==> src/hw/rtl/plist_pkg.sv <==
// Shared definitions for the positional list engine: request and status
// codes, default sizes and the control bundle sent to every list cell.
// No dependencies.
package plist_pkg;

    // Request operation codes
    localparam logic [1:0] OP_INSERT = 2'd0;
    localparam logic [1:0] OP_DELETE = 2'd1;
    localparam logic [1:0] OP_READ   = 2'd2;

    // Result status codes
    localparam logic [1:0] ST_OK     = 2'd0;
    localparam logic [1:0] ST_EMPTY  = 2'd1;
    localparam logic [1:0] ST_BADPOS = 2'd2;
    localparam logic [1:0] ST_FULL   = 2'd3;

    // Field widths fixed by the stream format
    localparam int OP_W     = 2;
    localparam int POS_W    = 8;
    localparam int VAL_W    = 32;
    localparam int STATUS_W = 2;
    localparam int LEN_W    = 7;
    localparam int IN_TDATA_W  = 48;
    localparam int OUT_TDATA_W = 48;

    // Default sizes
    localparam int DEPTH_DEF      = 64;
    localparam int ELEM_WIDTH_DEF = 32;

    // Per-request control broadcast to the cell row
    typedef struct packed {
        logic step;   // a request is accepted this cycle
        logic ins;    // successful insert
        logic del;    // successful delete
        logic rd;     // successful read
    } cell_ctrl_t;

endpackage

==> src/hw/rtl/plist_cell.sv <==
// One storage cell of the positional list: holds a single entry and moves
// it to or from its neighbors on insert and delete.
// Depends on plist_pkg.
module plist_cell #(
    parameter int ELEM_WIDTH = plist_pkg::ELEM_WIDTH_DEF,
    parameter int IDX_W      = 6,
    parameter int INDEX      = 0
) (
    input  logic                   aclk,
    input  plist_pkg::cell_ctrl_t  ctrl,
    input  logic [IDX_W-1:0]       pos_idx,     // zero-based target position
    input  logic [ELEM_WIDTH-1:0]  ins_value,
    input  logic [ELEM_WIDTH-1:0]  left_data,   // entry of cell INDEX-1
    input  logic [ELEM_WIDTH-1:0]  right_data,  // entry of cell INDEX+1
    output logic [ELEM_WIDTH-1:0]  data_out,
    output logic [ELEM_WIDTH-1:0]  hit_out      // entry if read hits here, else zero
);
    import plist_pkg::*;

    localparam logic [IDX_W-1:0] MY_IDX = IDX_W'(INDEX);

    logic [ELEM_WIDTH-1:0] data_reg, data_next;
    logic [ELEM_WIDTH-1:0] hit_reg,  hit_next;
    logic                  at_pos;
    logic                  past_pos;

    assign at_pos   = (MY_IDX == pos_idx);
    assign past_pos = (MY_IDX >  pos_idx);

    // Entry update: insert shifts up from the left, delete pulls from the right
    always_comb begin
        data_next = data_reg;
        if (ctrl.ins) begin
            if (at_pos) begin
                data_next = ins_value;
            end else if (past_pos) begin
                data_next = left_data;
            end
        end else if (ctrl.del) begin
            if (at_pos || past_pos) begin
                data_next = right_data;
            end
        end
    end

    // Read contribution, zero unless this cell is the one addressed
    always_comb begin
        hit_next = hit_reg;
        if (ctrl.step) begin
            hit_next = (ctrl.rd && at_pos) ? data_reg : '0;
        end
    end

    always_ff @(posedge aclk) begin
        data_reg <= data_next;
        hit_reg  <= hit_next;
    end

    assign data_out = data_reg;
    assign hit_out  = hit_reg;

endmodule

==> config.mk <==
export PLATFORM = sky130hd
export DESIGN_NAME = plist_cell
export DESIGN_NICKNAME = d
export VERILOG_FILES = /design/src/hw/rtl/plist_pkg.sv /design/src/hw/rtl/plist_cell.sv
export SDC_FILE = /design/constraint.sdc
export NUM_CORES = 1
export LEC_CHECK = 0
export BUFFER_PORTS_ARGS = -buffer_cell sky130_fd_sc_hd__buf_4
export CELL_PAD_IN_SITES_DETAIL_PLACEMENT = 0
export CELL_PAD_IN_SITES_GLOBAL_PLACEMENT = 1
export CORE_ASPECT_RATIO = 0.6
export CORE_MARGIN = 10
export CORE_UTILIZATION = 36
export CTS_BUF_LIST = sky130_fd_sc_hd__clkbuf_8
export DETAILED_ROUTE_END_ITERATION = 7
export GPL_ROUTABILITY_DRIVEN = 0
export PLACE_DENSITY = 0.85
export SLEW_MARGIN = 20
export SYNTH_ARGS = -nofsm -noshare
export SYNTH_HDL_FRONTEND = slang
export SYNTH_SLANG_ARGS = --single-unit
==> constraint.sdc <==
create_clock -name aclk -period 7.75 [get_ports aclk]
set_clock_uncertainty 0.05 [all_clocks]
set_input_delay 1.1625 -clock aclk [delete_from_list [all_inputs] [get_ports aclk]]
set_output_delay 1.1625 -clock aclk [all_outputs]
set_load 0.01 [all_outputs]
# Yosys cells after proc, flatten, opt, wreduce, memory -nomap -nowiden

Index checks and enable logic that the tools add are counted.

Flip-flop bits (word level): 64
Input port bits: 107
Output and inout port bits: 64

$lt $le $gt $ge: 1
Equality and inequality tests: 1
Muxes and demuxes: 5
Reductions and logical operators: 6

Operators by type and width:

| cell               | number |
|---|---|
| $mux 32            | 5 |
| $gt 1x6->1 const A | 1 |
| $logic_not 6->1    | 1 |
| $reduce_bool 2->1  | 2 |
| $ne 3x1->1 const B | 1 |
| $reduce_and 3->1   | 1 |
| $logic_and 1x1->1  | 1 |
| $logic_or 1x1->1   | 1 |

# Depth between registers and ports, before layout

Gate-level depths: netlist (run 1).

Word-level depth: 5
Gate-level depth with buffers: 4
Depth with buffers taken out: 3

# Worst setup path before layout (run 1)

OpenSTA, ideal clock, no wires.

Kind: input port to flip-flop
Start: input pos_idx[3]
End: register data_reg[0], in the netlist data_out[0], enable pin
Arrival time: 2.806 ns
Required time: 7.309 ns
Setup slack: 4.503 ns
Stages on the path: 4
Cells stage by stage: or4_4 nor2_4 buf_6 o21a_1

Cells in the longest elaborated chain, start to end: 4
Elaborated cells between the ends (all ways): 6

Ends and longest elaborated chain:

| item                                                 | RTL line                           | text |
|---|---|---|
| start, declared                                      | plist_cell.sv:11                   | `input logic [IDX_W-1:0] pos_idx,` |
| $gt 1x6->1 / $logic_not 6->1 (equally long branches) | plist_cell.sv:28, plist_cell.sv:27 |  |
| $logic_or 1x1->1                                     | plist_cell.sv:40                   | `if (at_pos \|\| past_pos) begin` |
| $reduce_bool 2->1 (no line)                          | --                                 |  |
| $reduce_and 3->1 (no line) *                         | --                                 |  |
| end signal, assigned                                 | plist_cell.sv:55                   | `data_reg <= data_next;` |
| end, declared                                        | plist_cell.sv:22                   | `logic [ELEM_WIDTH-1:0] data_reg, data_next;` |

Every way passes the cells marked *; elsewhere a longest branch is shown, timed or not.
A chain may end at the register's enable or synchronous reset.

# Final worst setup path (run 1)

Start: input pos_idx[1]
End: register data_reg[29], in the netlist data_out[29], enable pin

The elaborated chain is that of the path after synthesis.

==> impl_metrics.tcl, run 1 <==
set metrics [dict create \
    finalSetupViolations 0 \
    hold_path.class "reg -> reg" \
    hold_viol_final 0 \
    drive_gt1_share_pct 45.2 \
    startpoint_type "input port" \
    vias 2662 \
    end_kind "register" \
    powerDensity_nw_per_um2 168 \
    routedWlPerCell_um 19.9 \
    antenna_left 0 \
    yosysUniqueCellTypes 14 \
    final_common_cell "buf_4" \
    drv_cap 0 \
    status "finished, final reports clean" \
    synth.avg_cell_area_um2 11.5 \
    critical_path_class "in -> reg" \
    dp_cells 511 \
    start_util_pct 37.1 \
    nNetsFinal 521 \
    io_buffers 170 \
    synth_top_area_share_pct 65.5 \
    dieArea_um2 12300 \
    r2r_slack_ns 6.83 \
    clockBufferDepth 2 \
    layout_common_cells "buf_4, edfxtp_1" \
    dr.first_iter.drc_count 153 \
    cts_hold_buffers 0 \
    dp_slack_ns 3.81 \
    numCtsBuffers 9 \
    max_freq_ghz 0.279 \
    first_pass_iters 4 \
    rows 25 \
    arrival_ns 3.56 \
    diodes 0 \
    layout.cells.non_filler 526 \
    yosys_warnings 0 \
    wl_um 10500 \
    utilization_pct 56.1 \
    rsz0062_at_grt "no" \
    clock-root-buffer "clkbuf_8" \
    syn_area_um2 2940 \
    min_path_cells 1 \
    synth-seq-cells 64 \
    holdPathEnd "hit_out[20]" \
    drc 0 \
    tns_ns 0 \
    reg2reg_from "data_out[25]" \
    fin_crit_sh_pct 46.3 \
    cts.sink_count 64 \
    hp-start "data_out[20]" \
    ys_seq_area_share_pct 65.5 \
    cts_tree "built" \
    totalPowerFinal_mw 0.746 \
    grt_max_degree 66 \
    htreeDepth 3 \
    r2r_cells 1 \
    tightest_slew_ns 1.10 \
    grt_pass1_wl_um 15500 \
    fin_ws_ns 4.16 \
    clkTransAtPathRegs_ns 0.06 \
    min_period_ns 3.59 \
    rr_endpoint "hit_out[25]" \
    irDropWorstVdd_v 0.0000932 \
    critPathLaunch "pos_idx[1]" \
    via_per_inst 5.06 \
    io_pins 171 \
    core_um2 7910 \
    slew_headroom_pct 26.6 \
    grt_pass1_vias 2727 \
    worst_ep_required_time_ns 7.72 \
    p_leak_nw 1.93 \
    chipWidth_um 137 \
    post_cts_buffers 0 \
    synthTopCellsByArea "edfxtp_1, a31oi_1, and3_1" \
    areaGrowthSynthToFinish_pct 51.2 \
    path_max_fanout 33 \
    track_usage_pct 16.1 \
    netlist_instances 255 \
    cts_resized 0 \
    die_h_um 89.9 \
    finalMaxSlewViolations 0 \
    globalRouteOverflowTotal 0 \
    clkLatencyLatePin_ns 0.33 \
    antenna_found_initial 0 \
    synth_nets 362 \
    hpwl_um 7920 \
    yosys.area.top_type "edfxtp_1" \
]
state kept, by name (all words and copies together) (netlist names):
signal and cells:
data_out 32, hit_out 32
through the flow:
stage               area (µm²)  hold WS (ns)
floorplan                 2940         0.577
global placement          4260         0.515
detailed placement        4260         0.524
CTS                       4440         0.540
global route              4440         0.550
finish                    4440         0.543
area by class of cell:
| type | instances | area [µm²] |
|---|---|---|
| tap | 108 | 135 |
| sequential | 64 | 1920 |
| clock inverter | 6 | 53.8 |
| clock buffer | 9 | 124 |
| fill | 681 | 3480 |
| timing repair buffer | 173 | 1300 |
| multi-input combinational | 166 | 905 |
worst max-delay path: stages:
cell	delay [ns]
buf_4	0.11
or2_1	0.62
nor2_4	0.66
o21a_1	0.60
buf_4	0.37
metal layers:
metal  part of all wire, %  wire (µm)  GRT usage, %
met5                     0          0             0
met4                  0.51         53          3.45
met3                    15       1540          9.50
met2                    45       4690          24.4
met1                    40       4200          19.3
synth_stat cells:
master	number
edfxtp_1	64
nor2_1	33
a31oi_1	32
and3_1	32
nand3_1	32
o21ai_0	32
clkbuf_1	19
buf_2	3
buf_6	3
nor2_4	1
nor4_2	1
o21a_1	1
or2_0	1
or4_4	1
where the power goes:
group | total [mW] | internal [mW] | switching, mW
sequential | 0.391 | 0.388 | 0.00244
clock | 0.260 | 0.143 | 0.117
combinational | 0.0954 | 0.0509 | 0.0445
worst max-delay path by stage:
| stage | to | slack [ns] |
|---|---|---|
| finish | data_out[29] | 4.16 |
| global route | data_out[4] | 3.98 |
| CTS | data_out[27] | 4.17 |
| detailed placement | data_out[29] | 3.81 |
| global placement | data_out[25] | 3.90 |
| floorplan | data_out[0] | 4.50 |
logic make-up after synthesis:
group / synth area share, %
compound gates: 12.5
buf+inv: 4.09
flops: 65.5
simple gates: 17.9
No activity file was read; power rests on OpenSTA's default activity.
==> run 2: changes to the inputs <==
Settings changed: ABC_AREA set to 1, CORE_UTILIZATION 36 to 33, PLACE_DENSITY 0.85 to 0.8.
Clock period 7.75 ns to 3.68 ns, I/O delays scaled along.
==> impl_metrics.tcl, run 2 <==
set metrics [dict create \
    dr.first_iter.drc_count 172 \
    finalMaxSlewViolations 0 \
    path_max_fanout 33 \
    clkLatencyLatePin_ns 0.33 \
    dp_slack_ns 1.37 \
    fin_ws_ns 1.68 \
    synthTopCellsByArea "edfxtp_1, inv_1, nand2_1" \
    finalSetupViolations 0 \
    hpwl_um 8960 \
    min_period_ns 2.00 \
    globalRouteOverflowTotal 0 \
    grt_max_degree 35 \
    async_reset_ff_share_pct 0 \
    hold_path.class "in -> reg" \
    via_per_inst 4.38 \
    start_util_pct 33.6 \
    synth_edf_count 64 \
    antenna_left 0 \
    slew_headroom_pct 33.1 \
    tightest_slew_ns 1.00 \
    min_path_cells 3 \
    hold_viol_final 0 \
    nNetsFinal 653 \
    startpoint_type "input port" \
    yosysMostFrequentCell "inv_1" \
    first_pass_iters 4 \
    diodes 0 \
    clockBufferDepth 2 \
    worst_ep_required_time_ns 3.82 \
    rsz0062_at_grt "no" \
    powerDensity_nw_per_um2 349 \
    rows 28 \
    drive_gt1_share_pct 35.6 \
    final_common_cell "buf_4" \
    grt_pass1_vias 3023 \
    utilization_pct 50.1 \
    max_freq_ghz 0.500 \
    cts_resized 0 \
    fin_crit_sh_pct 54.4 \
    numCtsBuffers 9 \
    synth.avg_cell_area_um2 8.60 \
    core_um2 9770 \
    yosys.area.top_type "edfxtp_1" \
    dp_cells 670 \
    ys_seq_area_share_pct 58.5 \
    io_pins 171 \
    die_h_um 97.3 \
    clock-root-buffer "clkbuf_8" \
    clkTransAtPathRegs_ns 0.07 \
    whs_ns 0.438 \
    yosys_warnings 0 \
    synth_nets 489 \
    wl_um 11500 \
    htreeDepth 3 \
    drc 0 \
    areaGrowthSynthToFinish_pct 48.9 \
    critical_path_class "in -> reg" \
    yosysUniqueCellTypes 11 \
    synthTopCellsByCount "inv_1, nand2_1, edfxtp_1, nor2_1, nand4_1" \
    chipWidth_um 149 \
    fin_area_um2 4890 \
    post_cts_buffers 0 \
    ys.flop_type "edfxtp_1" \
    synth-seq-cells 64 \
    layout.cells.non_filler 686 \
    vias 3002 \
    drv_cap 0 \
    place_area_um2 4670 \
    syn_area_um2 3290 \
    p_leak_nw 2.61 \
    dieArea_um2 14500 \
    synth_top_area_share_pct 58.5 \
    routedWlPerCell_um 16.7 \
    cts.sink_count 64 \
    cts_hold_buffers 0 \
    netlist_instances 382 \
    tns_ns 0 \
    io_buffers 170 \
    end_kind "register" \
    totalPowerFinal_mw 1.71 \
    antenna_found_initial 0 \
    irDropWorstVdd_v 0.000230 \
    r2r_cells 2 \
    arrival_ns 2.14 \
    track_usage_pct 15.0 \
    grt_pass1_wl_um 17100 \
    layout_common_cells "buf_4, inv_1, nand2_1" \
    status "finished, final reports clean" \
    cts_tree "built" \
]
==> run 2: report_power, final <==
group	switching (mW)	leakage [nW]	internal [mW]	total [mW]
clock	0.281	0.101	0.381	0.662
sequential	0.00531	0.622	0.817	0.822
combinational	0.111	1.89	0.116	0.226
total	0.397	2.61	1.31	1.71
==> run 2: routing by layer <==
layer  up-vias  track usage [%]  part of all wire (%)
li1       1529                -                     -
met1      1342             19.9                    45
met2       122             23.2                    45
met3         9             4.60                   9.7
met4         0             4.06                  0.71
met5         -                0                     0
==> run 2: final cells by class <==
type | count | area (µm²)
sequential | 64 | 1920
tap | 135 | 169
timing repair buffer | 175 | 1310
clock inverter | 7 | 96.3
clock buffer | 9 | 124
inverter | 97 | 364
multi-input combinational | 199 | 906
fill | 941 | 4880
==> run 2: final timing paths <==
kind | slack (ns) | start | endpoint
worst max-delay path | 1.68 | pos_idx[1] | hit_out[21]
worst min-delay path | 0.44 | right_data[1] | data_out[1]
worst max register to register | 2.82 | data_out[8] | hit_out[8]
worst min register to register | 0.53 | data_out[2] | hit_out[2]
==> run 2: logic make-up after synthesis <==
group	after synthesis	share of synthesized area (%)
buffers and inverters	119	14.2
flip-flops	64	58.5
AND/OR/NAND/NOR	199	27.3
==> run 2: worst max-delay path, stage by stage <==
cell and delay [ns]:
buf_4 0.12, nor2_4 0.11, buf_4 0.35, nand4_1 0.48
buf_4 0.39, nor2_1 0.12
==> run 3: changes to the inputs <==
Settings changed: ABC_AREA 1 to 0, CORE_UTILIZATION 33 to 30, PLACE_DENSITY 0.8 to 0.76.
Clock period 3.68 ns to 1.8 ns, I/O delays scaled along.
==> impl_metrics.tcl, run 3 (synthesis gave the netlist of run 1 again) <==
set metrics [dict create \
    path_common_cell "buf_4" \
    cts.sink_count 64 \
    dr.first_iter.drc_count 182 \
    via_per_inst 4.94 \
    critPathBufInv 2 \
    grt_max_degree 33 \
    cts_tree "built" \
    place_area_um2 4430 \
    hold_path.class "in -> reg" \
    clock-root-buffer "clkbuf_8" \
    hold_viol_final 0 \
    r2r_slack_ns 0.88 \
    numCtsBuffers 9 \
    register_area_um2 1920 \
    layout.cells.non_filler 559 \
    powerDensity_nw_per_um2 702 \
    drive_gt1_share_pct 46.4 \
    clockBufferDepth 2 \
    drv_cap 0 \
    min_period_ns 1.51 \
    dp_cells 543 \
    first_pass_iters 5 \
    critPathTopFamily "simple AND/OR/NAND/NOR gates" \
    arrival_ns 1.49 \
    status "finished, final reports clean" \
    drc 0 \
    tightest_slew_ns 0.439 \
    cpMaxStageDelayCell "or4_4" \
    nNetsFinal 531 \
    irDropWorstVdd_v 0.000355 \
    slew_headroom_pct 70.8 \
    nFillCells 877 \
    whs_ns 0.234 \
    areaGrowthSynthToFinish_pct 57.1 \
    htreeDepth 3 \
    start_util_pct 31.4 \
    cts_hold_buffers 0 \
    post_cts_buffers 0 \
    track_usage_pct 14.8 \
    core_um2 9360 \
    finalSetupViolations 0 \
    rows 27 \
    max_freq_ghz 0.663 \
    diodes 0 \
    fin_ws_ns 0.291 \
    clkTransAtPathRegs_ns 0.07 \
    vias 2764 \
    final_common_cell "buf_4" \
    rsz0062_at_grt "no" \
    p_leak_nw 2.00 \
    fin_area_um2 4610 \
    worst_ep_required_time_ns 1.78 \
    io_pins 171 \
    globalRouteOverflowTotal 0 \
    wl_um 11000 \
    grt_pass1_wl_um 16600 \
    cts_resized 0 \
    chipWidth_um 148 \
    fin_crit_sh_pct 83.8 \
    antenna_left 0 \
    dp_slack_ns -0.0453 \
    die_h_um 96.6 \
    io_buffers 170 \
    dieArea_um2 14300 \
    layout_common_cells "buf_4, edfxtp_1" \
    finalMaxSlewViolations 0 \
    startpoint_type "input port" \
    utilization_pct 49.3 \
    clkLatencyLatePin_ns 0.33 \
    antenna_found_initial 0 \
    path_max_fanout 12 \
    routedWlPerCell_um 19.8 \
    multiInputGateArea_um2 912 \
    end_kind "register" \
    grt_pass1_vias 2785 \
    path_cells "buf_4, or4_4, buf_4, o21ai_0, a31oi_1" \
    critical_path_class "in -> reg" \
    slowest_delay_ns 0.58 \
    hpwl_um 8400 \
]
-- run 3: cell count changes in the layout (fill, tap and decap cells not counted), sizes merged, moves of 3 or more --
cell	delta
inv	-96
and3	+32
clkinv	+3
nand4	-33
o21ai	+32
nand2	-96
buf	+8
clkinvlp	-3
a31oi	+32
nor2	-3
-- run 3: layout make-up --
cell class,instances,area share (%)
Clock buffer,9,2.69
Tap cell,130,3.53
Timing Repair Buffer,183,31.2
Clock inverter,7,1.17
Multi-Input combinational cell,166,19.8
Sequential cell,64,41.7
-- run 3: worst paths after layout --
kind | startpoint | end | cells after the start
hold / removal | right_data[6] | data_out[6] | 3
hold reg to reg | data_out[0] | hit_out[0] | 1
setup / recovery | pos_idx[3] | data_out[26] | 5
setup reg to reg | data_out[25] | hit_out[25] | 1
-- run 3: per-stage QoR --
step | power [mW] | setup TNS [ns]
CTS | 3.27 | 0
detailed placement | 2.15 | -0.285
global route | 3.38 | 0
floorplan | 1.85 | -1.52
finish | 3.23 | 0
global placement | 2.15 | -0.0542
-- run 3: power by group --
part | total, mW | internal [mW] | switching (mW)
clock network | 1.12 | 0.613 | 0.505
logic | 0.435 | 0.237 | 0.198
registers | 1.68 | 1.67 | 0.0104
-- run 3: per-layer routing --
layer / global-route usage (%) / up-vias / share of wire [%]
met5: 0 / - / 0
li1: - / 1313 / -
met1: 20.2 / 1276 / 44
met4: 2.56 / 0 / 0.68
met3: 8.49 / 6 / 14
met2: 19.9 / 169 / 41
